**src/hdl/jptp_pkg.sv**
```systemverilog
`timescale 1ns / 1ps
package jptp_pkg;

  localparam int POSITION_BITS_DEFAULT = 16;
  localparam int ERR_POS_BITS = 16;
  localparam int INDEX_BITS = 64;
  // result queue depth, power of two
  localparam int FIFO_DEPTH = 4;

  localparam logic [7:0] CHAR_HASH    = 8'h23;
  localparam logic [7:0] CHAR_SLASH   = 8'h2F;
  localparam logic [7:0] CHAR_TILDE   = 8'h7E;
  localparam logic [7:0] CHAR_PERCENT = 8'h25;
  localparam logic [7:0] CHAR_ZERO    = 8'h30;
  localparam logic [7:0] CHAR_ONE     = 8'h31;
  localparam logic [7:0] CHAR_NINE    = 8'h39;
  localparam logic [7:0] CHAR_UPPER_A = 8'h41;
  localparam logic [7:0] CHAR_UPPER_F = 8'h46;
  localparam logic [7:0] CHAR_PLUS    = 8'h2B;
  localparam logic [7:0] CHAR_MINUS   = 8'h2D;
  localparam logic [7:0] CHAR_SPACE   = 8'h20;
  localparam logic [7:0] CHAR_TAB     = 8'h09;
  localparam logic [7:0] CHAR_CR      = 8'h0D;

  typedef enum logic [1:0] {
    KIND_NAME_BYTE = 2'd0,
    KIND_TOKEN_END = 2'd1,
    KIND_WHOLE_DOC = 2'd2,
    KIND_ERROR     = 2'd3
  } kind_e;

  typedef enum logic [2:0] {
    PH_START      = 3'd0,
    PH_AFTER_HASH = 3'd1,
    PH_TOKEN      = 3'd2,
    PH_TILDE      = 3'd3,
    PH_PCT1       = 3'd4,
    PH_PCT2       = 3'd5,
    PH_SKIP       = 3'd6
  } phase_e;

  typedef enum logic [1:0] {
    NP_SPACE  = 2'd0,
    NP_SIGN   = 2'd1,
    NP_DIGITS = 2'd2,
    NP_DONE   = 2'd3
  } num_phase_e;

  typedef struct packed {
    logic [7:0] byte_value;
    logic       end_of_string;
    logic       empty_string;
  } in_item_t;

  typedef struct packed {
    kind_e                   kind;
    logic [7:0]              out_byte;
    logic                    token_is_index;
    logic [INDEX_BITS-1:0]   index_value;
    logic [ERR_POS_BITS-1:0] error_position;
    logic                    last_result;
  } out_item_t;

  // queued result: index kept as magnitude plus sign, negated on the way out
  typedef struct packed {
    kind_e                   kind;
    logic [7:0]              out_byte;
    logic                    is_index;
    logic                    negative;
    logic [INDEX_BITS-1:0]   value;
    logic [ERR_POS_BITS-1:0] err_pos;
    logic                    last;
  } res_entry_t;

endpackage

```
**src/hdl/jptp_if.sv**
```systemverilog
`timescale 1ns / 1ps
interface jptp_in_if import jptp_pkg::*; ();
  logic     valid;
  logic     ready;
  in_item_t payload;

  modport source (output valid, output payload, input ready);
  modport sink (input valid, input payload, output ready);
endinterface

interface jptp_out_if import jptp_pkg::*; ();
  logic      valid;
  logic      ready;
  out_item_t payload;

  modport source (output valid, output payload, input ready);
  modport sink (input valid, input payload, output ready);
endinterface

```
**src/hdl/json_pointer_token_parser_unit.sv**
```systemverilog
`timescale 1ns / 1ps
// json pointer token parser: one byte item accepted per clock while the result queue has room for two results
// results enter a 4-entry queue at the accept edge and are offered from its head in order
// an item gives 0 to 2 results; the output side drains one result per cycle while ready is high,
// so items that give two results can fill the queue and hold back the input
// asynchronous active-low reset clears the parse state and empties the queue
module json_pointer_token_parser_unit import jptp_pkg::*; #(
  parameter int POSITION_BITS = POSITION_BITS_DEFAULT
) (
  input  logic      clk_i,
  input  logic      rst_ni,
  jptp_in_if.sink   in_i,
  jptp_out_if.source out_o
);

  localparam int EW = (POSITION_BITS > ERR_POS_BITS) ? POSITION_BITS : ERR_POS_BITS;

  // parse state
  logic                     frag_q, frag_d;
  phase_e                   phase_q, phase_d;
  logic [POSITION_BITS-1:0] offset_q, offset_d;
  logic [3:0]               hn_q, hn_d;
  num_phase_e               np_q, np_d;
  logic                     neg_q, neg_d;
  logic [INDEX_BITS-1:0]    val_q, val_d;
  logic                     ovf_q, ovf_d;
  logic                     has_q, has_d;

  logic       accept;
  logic [7:0] b;
  logic       eos, empty;

  // decode controls
  phase_e     ph_nxt;
  logic       set_frag, do_emit, te_slash, te_eos, do_fault, whole_doc, load_hn;
  logic [1:0] fault_back;
  logic [7:0] emit_val;

  logic       b_dig, b_hexa, hex_ok;
  logic [3:0] hex_val;

  // digit feed on the emitted byte
  logic                  c_dig, c_ws;
  logic [INDEX_BITS+3:0] prod;
  num_phase_e            fd_np;
  logic                  fd_neg, fd_ovf, fd_has, fd_add;
  logic [INDEX_BITS-1:0] fd_val;

  logic [EW-1:0] err_full;
  res_entry_t    r0, r1;
  logic [1:0]    wr_en;
  logic          room;
  res_entry_t    rd_data;

  assign b      = in_i.payload.byte_value;
  assign eos    = in_i.payload.end_of_string;
  assign empty  = in_i.payload.empty_string;
  assign accept = in_i.valid && in_i.ready;
  assign in_i.ready = room;

  assign b_dig   = (b >= CHAR_ZERO) && (b <= CHAR_NINE);
  assign b_hexa  = (b >= CHAR_UPPER_A) && (b <= CHAR_UPPER_F);
  assign hex_ok  = b_dig || b_hexa;
  assign hex_val = b_dig ? b[3:0] : (b[3:0] + 4'd9);

  // decode of the parse phase against the incoming byte
  always_comb begin
    ph_nxt     = phase_q;
    set_frag   = 1'b0;
    do_emit    = 1'b0;
    te_slash   = 1'b0;
    te_eos     = 1'b0;
    do_fault   = 1'b0;
    whole_doc  = 1'b0;
    load_hn    = 1'b0;
    fault_back = 2'd0;
    emit_val   = b;
    unique case (phase_q)
      PH_START: begin
        if (b == CHAR_HASH) begin
          set_frag  = 1'b1;
          ph_nxt    = PH_AFTER_HASH;
          whole_doc = eos;
        end else if (b == CHAR_SLASH) begin
          ph_nxt = PH_TOKEN;
          te_eos = eos;
        end else begin
          do_fault = 1'b1;
        end
      end
      PH_AFTER_HASH: begin
        if (b == CHAR_SLASH) begin
          ph_nxt = PH_TOKEN;
          te_eos = eos;
        end else begin
          do_fault = 1'b1;
        end
      end
      PH_TOKEN: begin
        if (b == CHAR_SLASH) begin
          te_slash = 1'b1;
          te_eos   = eos;
        end else if (b == CHAR_TILDE) begin
          if (eos) do_fault = 1'b1;
          else ph_nxt = PH_TILDE;
        end else if ((b == CHAR_PERCENT) && frag_q) begin
          if (eos) do_fault = 1'b1;
          else ph_nxt = PH_PCT1;
        end else begin
          do_emit = 1'b1;
          te_eos  = eos;
        end
      end
      PH_TILDE: begin
        if ((b == CHAR_ZERO) || (b == CHAR_ONE)) begin
          ph_nxt   = PH_TOKEN;
          do_emit  = 1'b1;
          emit_val = (b == CHAR_ZERO) ? CHAR_TILDE : CHAR_SLASH;
          te_eos   = eos;
        end else begin
          do_fault   = 1'b1;
          fault_back = 2'd1;
        end
      end
      PH_PCT1: begin
        if (!hex_ok || eos) begin
          do_fault   = 1'b1;
          fault_back = 2'd1;
        end else begin
          load_hn = 1'b1;
          ph_nxt  = PH_PCT2;
        end
      end
      PH_PCT2: begin
        if (b == CHAR_SLASH) begin
          do_fault   = 1'b1;
          fault_back = 2'd2;
        end else if (!hex_ok) begin
          do_fault   = 1'b1;
          fault_back = 2'd1;
        end else begin
          ph_nxt   = PH_TOKEN;
          do_emit  = 1'b1;
          emit_val = {hn_q, hex_val};
          te_eos   = eos;
        end
      end
      default: begin
        ph_nxt = PH_SKIP;
      end
    endcase
    if (do_fault) ph_nxt = PH_SKIP;
  end

  // size_t style number reading over the decoded bytes
  assign c_dig = (emit_val >= CHAR_ZERO) && (emit_val <= CHAR_NINE);
  assign c_ws  = (emit_val == CHAR_SPACE) || ((emit_val >= CHAR_TAB) && (emit_val <= CHAR_CR));
  // value * 10 + digit, carry bits above the index width flag overflow
  assign prod = {1'b0, val_q, 3'b000} + {3'b000, val_q, 1'b0}
              + {(INDEX_BITS)'(0), emit_val[3:0]};

  always_comb begin
    fd_np  = np_q;
    fd_neg = neg_q;
    fd_add = 1'b0;
    unique case (np_q)
      NP_SPACE: begin
        if (c_ws) begin
          fd_np = NP_SPACE;
        end else if (emit_val == CHAR_PLUS) begin
          fd_np = NP_SIGN;
        end else if (emit_val == CHAR_MINUS) begin
          fd_neg = 1'b1;
          fd_np  = NP_SIGN;
        end else if (c_dig) begin
          fd_add = 1'b1;
          fd_np  = NP_DIGITS;
        end else begin
          fd_np = NP_DONE;
        end
      end
      NP_SIGN, NP_DIGITS: begin
        if (c_dig) begin
          fd_add = 1'b1;
          fd_np  = NP_DIGITS;
        end else begin
          fd_np = NP_DONE;
        end
      end
      default: fd_np = np_q;
    endcase
    fd_has = has_q || fd_add;
    fd_ovf = ovf_q;
    fd_val = val_q;
    if (fd_add && !ovf_q) begin
      if (prod[INDEX_BITS+3:INDEX_BITS] != '0) fd_ovf = 1'b1;
      else fd_val = prod[INDEX_BITS-1:0];
    end
  end

  assign err_full = EW'(offset_q) - EW'(fault_back);

  function automatic res_entry_t token_end(input logic has, input logic ovf, input logic neg,
                                           input logic [INDEX_BITS-1:0] val,
                                           input logic last);
    res_entry_t e;
    e          = '0;
    e.kind     = KIND_TOKEN_END;
    e.is_index = has && !ovf;
    e.negative = has && !ovf && neg;
    e.value    = (has && !ovf) ? val : '0;
    e.last     = last;
    return e;
  endfunction

  // results of the accepted item, in order
  always_comb begin
    r0    = '0;
    r1    = '0;
    wr_en = 2'b00;
    if (accept) begin
      if (empty || whole_doc) begin
        r0.kind = KIND_WHOLE_DOC;
        r0.last = 1'b1;
        wr_en   = 2'b01;
      end else if (do_fault) begin
        r0.kind    = KIND_ERROR;
        r0.err_pos = err_full[ERR_POS_BITS-1:0];
        r0.last    = 1'b1;
        wr_en      = 2'b01;
      end else if (do_emit) begin
        r0.kind     = KIND_NAME_BYTE;
        r0.out_byte = emit_val;
        r1          = token_end(fd_has, fd_ovf, fd_neg, fd_val, 1'b1);
        wr_en       = {te_eos, 1'b1};
      end else if (te_slash) begin
        r0    = token_end(has_q, ovf_q, neg_q, val_q, 1'b0);
        // the second token is the fresh empty one
        r1    = token_end(1'b0, 1'b0, 1'b0, '0, 1'b1);
        wr_en = {te_eos, 1'b1};
      end else if (te_eos) begin
        r0    = token_end(has_q, ovf_q, neg_q, val_q, 1'b1);
        wr_en = 2'b01;
      end
    end
  end

  // next state
  always_comb begin
    frag_d   = frag_q;
    phase_d  = phase_q;
    offset_d = offset_q;
    hn_d     = hn_q;
    np_d     = np_q;
    neg_d    = neg_q;
    val_d    = val_q;
    ovf_d    = ovf_q;
    has_d    = has_q;
    if (accept) begin
      if (empty || eos) begin
        frag_d   = 1'b0;
        phase_d  = PH_START;
        offset_d = '0;
        hn_d     = '0;
        np_d     = NP_SPACE;
        neg_d    = 1'b0;
        val_d    = '0;
        ovf_d    = 1'b0;
        has_d    = 1'b0;
      end else begin
        phase_d = ph_nxt;
        if (set_frag) frag_d = 1'b1;
        if (load_hn) hn_d = hex_val;
        if (offset_q != '1) offset_d = offset_q + POSITION_BITS'(1);
        if (te_slash) begin
          hn_d  = '0;
          np_d  = NP_SPACE;
          neg_d = 1'b0;
          val_d = '0;
          ovf_d = 1'b0;
          has_d = 1'b0;
        end else if (do_emit) begin
          np_d  = fd_np;
          neg_d = fd_neg;
          val_d = fd_val;
          ovf_d = fd_ovf;
          has_d = fd_has;
        end
      end
    end
  end

  always_ff @(posedge clk_i or negedge rst_ni) begin
    if (!rst_ni) begin
      frag_q   <= 1'b0;
      phase_q  <= PH_START;
      offset_q <= '0;
      hn_q     <= '0;
      np_q     <= NP_SPACE;
      neg_q    <= 1'b0;
      val_q    <= '0;
      ovf_q    <= 1'b0;
      has_q    <= 1'b0;
    end else begin
      frag_q   <= frag_d;
      phase_q  <= phase_d;
      offset_q <= offset_d;
      hn_q     <= hn_d;
      np_q     <= np_d;
      neg_q    <= neg_d;
      val_q    <= val_d;
      ovf_q    <= ovf_d;
      has_q    <= has_d;
    end
  end

  jptp_result_fifo u_fifo (
    .clk_i      (clk_i),
    .rst_ni     (rst_ni),
    .wr_en_i    (wr_en),
    .wr0_i      (r0),
    .wr1_i      (r1),
    .room_o     (room),
    .rd_en_i    (out_o.ready),
    .rd_valid_o (out_o.valid),
    .rd_data_o  (rd_data)
  );

  always_comb begin
    out_o.payload.kind           = rd_data.kind;
    out_o.payload.out_byte       = rd_data.out_byte;
    out_o.payload.token_is_index = rd_data.is_index;
    out_o.payload.index_value    = rd_data.negative ? ('0 - rd_data.value) : rd_data.value;
    out_o.payload.error_position = rd_data.err_pos;
    out_o.payload.last_result    = rd_data.last;
  end

  a_error_is_last: assert property (@(posedge clk_i) disable iff (!rst_ni)
    (out_o.valid && (out_o.payload.kind == KIND_ERROR)) |-> out_o.payload.last_result)
    else $error("error result without last flag");

  a_name_byte_not_last: assert property (@(posedge clk_i) disable iff (!rst_ni)
    (out_o.valid && (out_o.payload.kind == KIND_NAME_BYTE)) |-> !out_o.payload.last_result)
    else $error("name byte marked as last result");

  a_name_has_no_index: assert property (@(posedge clk_i) disable iff (!rst_ni)
    (out_o.valid && !out_o.payload.token_is_index) |-> (out_o.payload.index_value == '0))
    else $error("index value set on a member name");

  a_string_end_resets: assert property (@(posedge clk_i) disable iff (!rst_ni)
    (accept && (eos || empty)) |=> ((phase_q == PH_START) && (offset_q == '0) && !frag_q))
    else $error("parse state not cleared at end of string");

  a_fault_skips: assert property (@(posedge clk_i) disable iff (!rst_ni)
    (accept && !empty && !eos && do_fault) |=> (phase_q == PH_SKIP))
    else $error("parser did not enter skip after a fault");

endmodule

```
**src/hdl/jptp_result_fifo.sv**
```systemverilog
`timescale 1ns / 1ps
module jptp_result_fifo import jptp_pkg::*; (
  input  logic       clk_i,
  input  logic       rst_ni,
  input  logic [1:0] wr_en_i,
  input  res_entry_t wr0_i,
  input  res_entry_t wr1_i,
  output logic       room_o,
  input  logic       rd_en_i,
  output logic       rd_valid_o,
  output res_entry_t rd_data_o
);

  localparam int PW = $clog2(FIFO_DEPTH);
  localparam int CW = $clog2(FIFO_DEPTH + 1);

  res_entry_t     mem_q [FIFO_DEPTH];
  logic [PW-1:0]  wr_ptr_q, wr_ptr_d;
  logic [PW-1:0]  rd_ptr_q, rd_ptr_d;
  logic [CW-1:0]  count_q, count_d;
  logic [1:0]     n_wr;
  logic           pop;

  assign rd_valid_o = (count_q != '0);
  assign pop        = rd_en_i && rd_valid_o;
  assign room_o     = (count_q <= CW'(FIFO_DEPTH - 2));
  assign rd_data_o  = mem_q[rd_ptr_q];

  // entry 1 is only written together with entry 0
  assign n_wr = {1'b0, wr_en_i[0]} + {1'b0, wr_en_i[1]};

  always_comb begin
    wr_ptr_d = wr_ptr_q + PW'(n_wr);
    rd_ptr_d = rd_ptr_q + PW'(pop);
    count_d  = count_q + CW'(n_wr) - CW'(pop);
  end

  always_ff @(posedge clk_i or negedge rst_ni) begin
    if (!rst_ni) begin
      wr_ptr_q <= '0;
      rd_ptr_q <= '0;
      count_q  <= '0;
    end else begin
      wr_ptr_q <= wr_ptr_d;
      rd_ptr_q <= rd_ptr_d;
      count_q  <= count_d;
    end
  end

  always_ff @(posedge clk_i) begin
    if (wr_en_i[0]) begin
      mem_q[wr_ptr_q] <= wr0_i;
    end
    if (wr_en_i[1]) begin
      mem_q[wr_ptr_q + PW'(1)] <= wr1_i;
    end
  end

endmodule

```
**src/flat_wrapper.sv**
```systemverilog
// flat-port wrapper written by rule: the top's interface ports become plain ports
module json_pointer_token_parser_unit_flat import jptp_pkg::*;
#(
  parameter int POSITION_BITS = POSITION_BITS_DEFAULT
)
  (clk_i, rst_ni, in_i_valid, in_i_payload, in_i_ready, out_o_valid, out_o_payload, out_o_ready);
  jptp_in_if in_i_i ();
  jptp_out_if out_o_i ();
  input  logic clk_i;
  input  logic rst_ni;
  input wire logic [$bits(in_i_i.valid)-1:0] in_i_valid;
  input wire logic [$bits(in_i_i.payload)-1:0] in_i_payload;
  output wire logic [$bits(in_i_i.ready)-1:0] in_i_ready;
  output wire logic [$bits(out_o_i.valid)-1:0] out_o_valid;
  output wire logic [$bits(out_o_i.payload)-1:0] out_o_payload;
  input wire logic [$bits(out_o_i.ready)-1:0] out_o_ready;
  assign in_i_i.valid = in_i_valid;
  assign in_i_i.payload = in_i_payload;
  assign in_i_ready = in_i_i.ready;
  assign out_o_valid = out_o_i.valid;
  assign out_o_payload = out_o_i.payload;
  assign out_o_i.ready = out_o_ready;
  json_pointer_token_parser_unit #(.POSITION_BITS(POSITION_BITS)) u_core (.clk_i(clk_i), .rst_ni(rst_ni), .in_i(in_i_i), .out_o(out_o_i));
endmodule
```
**config.mk**
```make
export PLATFORM = sky130hd
export DESIGN_NAME = json_pointer_token_parser_unit_flat
export DESIGN_NICKNAME = d
export VERILOG_FILES = /design/src/hdl/jptp_pkg.sv /design/src/hdl/jptp_if.sv /design/src/hdl/json_pointer_token_parser_unit.sv /design/src/hdl/jptp_result_fifo.sv /design/src/flat_wrapper.sv
export SDC_FILE = /design/constraint.sdc
export NUM_CORES = 1
export LEC_CHECK = 0
export BUFFER_PORTS_ARGS = -buffer_cell sky130_fd_sc_hd__buf_4
export CAP_MARGIN = 0
export CELL_PAD_IN_SITES_DETAIL_PLACEMENT = 0
export CELL_PAD_IN_SITES_GLOBAL_PLACEMENT = 1
export CORE_UTILIZATION = 45
export DETAILED_ROUTE_END_ITERATION = 6
export HOLD_SLACK_MARGIN = 0.03
export MAX_ROUTING_LAYER = met4
export PLACE_DENSITY_LB_ADDON = 0.1
export SYNTH_ARGS = -nofsm -noshare
export SYNTH_HDL_FRONTEND = slang
export SYNTH_SLANG_ARGS = --single-unit
```
**constraint.sdc**
```tcl
create_clock -name clk_i -period 8.8 [get_ports clk_i]
set_input_delay 1.32 -clock clk_i [delete_from_list [all_inputs] [get_ports clk_i]]
set_output_delay 1.32 -clock clk_i [all_outputs]
set_load 0.02 [all_outputs]
```
==> impl_metrics.ini <==
[die]
coreArea_sq_um = 61700
ioPinCount = 108
fp.dieW_um = 252
rows = 91
die_area_sq_um = 63400
die_h_um = 252
initial_utilization_pct = 45.5

[placed_design]
place_area_sq_um = 29700
gp_congestion = 0.878
place_hpwl_um = 56800
io_buffer_count = 107
pre_cts_slack_ns = 0.856

[global_routing]
gr-total-overflow = 0
antenna_found_initial = 0
grt_pass1_vias = 21742
grtUsageTotal_pct = 27.3
grt_max_degree = 64
grt_pass1_wl_um = 130000

[critical_path]
cp_slowest_stage_delay_ns = 0.65
critPathKind = in -> reg
cp.arrival_ns = 7.95
worstSetupEndpointType = flip-flop
worst-path-buf-inv = 6
cp_top_family = compound AO/OA/AOI/OAI gates
cp_slowest_cell = a21oi_4
crit_path_max_fanout = 41
required_ns = 9.36
worst_setup_path_start_kind = input pin

[sta]
rsz0062_at_grt = no
finalSetupTns_ns = 0
slew_headroom_pct = 25.3
fin_ws_ns = 1.41
period_minus_slack_ns = 7.39
drv_slew = 0
timing.fmax_mhz = 135
tightest_slew_ns = 1.12
post-route-period-util_pct = 84.0
hold_violations = 0
skew_ns = 0.0228
final-setup-viol-count = 0

[hold_path]
min_path_type = reg -> reg

[cts]
cts_resized = 0
clock_sinks = 472
clkSlewWorstSetupHoldPaths_ns = 0.06
clk_latency_ns = 0.63
numCtsBuffers = 51
postCtsSetupRepairBufs = 0
tritoncts = yes
cts_buffer_depth = 3
hold_buffers = 0
cts-root-buf = clkbuf_16
h-tree-depth = 2

[final_layout]
fin_nets = 2753
fillCellCount = 5588
diodes = 0
utilization_pct = 50.8
area_growth_pct = 11.7
drive_gt1_share_pct = 14.1
postLayoutCellArea_sq_um = 31400

[power]
leakagePower_nw = 12.0
vdd.ir_drop.worst_uv = 174
p_per_area_nw_per_um2 = 261

[yosys]
ys_seq_area_share_pct = 45.1
synth_nets = 2717
synth.distinct_cells = 95
synth_top_area_cell = edfxtp_1
synthTopCellsByArea = edfxtp_1, dfrtp_1, a22o_1, mux4_2, dfxtp_1
syn_avg_cell_area_sq_um = 11.0
synth_edf_count = 272
synth_warnings = 0
netlist_instances = 2556
synth.ff_latch_count = 472
synth_area_sq_um = 28100
yosys_most_used_dff = edfxtp_1
synthArstFlopShare_pct = 21.2
netlist.area_leader.share_pct = 29.1

[detailed_routing]
ant_nets = 0
first_iter_violations = 1698
drt-total-wl_um = 84000
dr_total_vias = 21799
drt-pass1-iter-count = 5
vias_per_cell = 6.28
wl_per_cell_um = 24.2
drc_errors = 0

[outcome]
outcome = finished, final reports clean

[job]
maxCapViolCount = 0
==> logic make-up after synthesis <==
family,synth area share (%)
AOI/OAI and AO/OA,20.9
and+or+nand+nor,11.6
DFF,45.1
buffers and inverters,3.44
xor gates and xnor gates,4.71
adders and majority gates,6.66
muxes,7.60
==> per-stage QoR <==
step,hold slack [ns],std cells,power [mW]
final,0.463,3471,8.18
after detailed placement,0.453,3376,6.14
after global placement,0.446,3376,6.09
after CTS,0.462,3471,8.26
after global routing,0.480,3471,8.56
after floorplan,0.431,2556,4.87
==> path summary, 6_finish.rpt <==
path	start	end	slack, ns	depth (start not counted)
setup reg to reg	u_core.phase_q[2]	u_core.val_q[60]	2.04	22
setup / recovery	in_i_payload[2]	u_core.val_q[60]	1.41	25
hold reg to reg	u_core.u_fifo.mem_q[3][92]	u_core.u_fifo.mem_q[3][92]	0.46	2
min in group asynchronous	rst_ni	u_core.offset_q[1]	0.73	1
hold / removal	u_core.u_fifo.mem_q[3][92]	u_core.u_fifo.mem_q[3][92]	0.46	2
max in group asynchronous	rst_ni	u_core.u_fifo.rd_ptr_q[0]	6.75	2
==> Yosys cell counts, types with 10 or more instances <==
library cell	n
nand4_1	24
nand2b_1	27
buf_4	26
clkbuf_1	111
and2_1	16
o31ai_1	19
a22o_1	280
ha_1	143
o2bb2ai_1	28
inv_1	43
a21oi_1	123
xnor2_1	77
edfxtp_1	272
and3_1	17
a211oi_1	15
xor2_1	74
nand3_1	125
a31oi_1	20
dfxtp_1	100
nor2_1	123
o211ai_1	15
dfrtp_1	100
o21bai_1	10
nor2b_1	19
or3_1	26
nor3_1	22
buf_2	23
a21o_1	27
o21ai_0	208
mux4_2	92
nand2_1	175
==> layer usage <==
| metal | vias to the layer above | global-route usage [%] | share of wire, % |
|---|---|---|---|
| met3 | 101 | 2.78 | 4.8 |
| met4 | 0 | 6.32 | 2.0 |
| met2 | 639 | 45.0 | 49 |
| met1 | 11053 | 36.2 | 44 |
| met5 | - | - | 0 |
| li1 | 10006 | - | - |
==> cell usage in the layout, fill, tap and decap left out, drive strengths merged, types with 21 or more instances in the layout <==
cell type / synthesis / layout
ha: 143 / 143
a22o: 280 / 280
xor2: 74 / 74
clkbuf: 112 / 82
edfxtp: 272 / 272
xnor2: 77 / 77
buf: 61 / 156
dfxtp: 100 / 100
inv: 43 / 45
a21oi: 124 / 124
a21o: 27 / 27
nand2: 175 / 175
mux4: 92 / 92
dfrtp: 100 / 100
nor2: 124 / 124
o21ai: 215 / 215
o2bb2ai: 28 / 28
or3: 27 / 27
nand3: 125 / 125
nand4: 24 / 24
a31oi: 21 / 21
nand2b: 28 / 28
nor3: 23 / 23
==> where the power goes <==
group	internal (mW)	switching (mW)	leakage, nW
Clock	1.20	0.935	0.796
Combinational	1.37	1.91	6.50
Sequential	2.59	0.183	4.72
==> state kept, by name, summed over array words and instances (netlist names), 2 cells and up <==
register                cells
u_core.u_fifo.mem_q       372
u_core.phase_q              3
u_core.np_q                 2
u_core.u_fifo.rd_ptr_q      2
u_core.hn_q                 4
u_core.u_fifo.wr_ptr_q      2
u_core.u_fifo.count_q       3
u_core.offset_q            16
u_core.val_q               64
==> layout make-up <==
cell class | instances | area, sq um | area share (%)
well taps | 837 | 1050 | 3.34
inverters | 43 | 161 | 0.515
flip-flops and latches | 472 | 12700 | 40.4
repair buffers | 156 | 1270 | 4.05
clock buffers | 82 | 1480 | 4.73
multi-input cells | 1868 | 14500 | 46.4
clock inverters | 13 | 168 | 0.535
==> tightest hold or removal path, delay by kind of cell, from the launching register on <==
kind             cells  cell delay [ns]
flip-flops           1             0.32
AND/OR/NAND/NOR      2             0.10
Note: power is estimated with default switching activity, not from simulation.
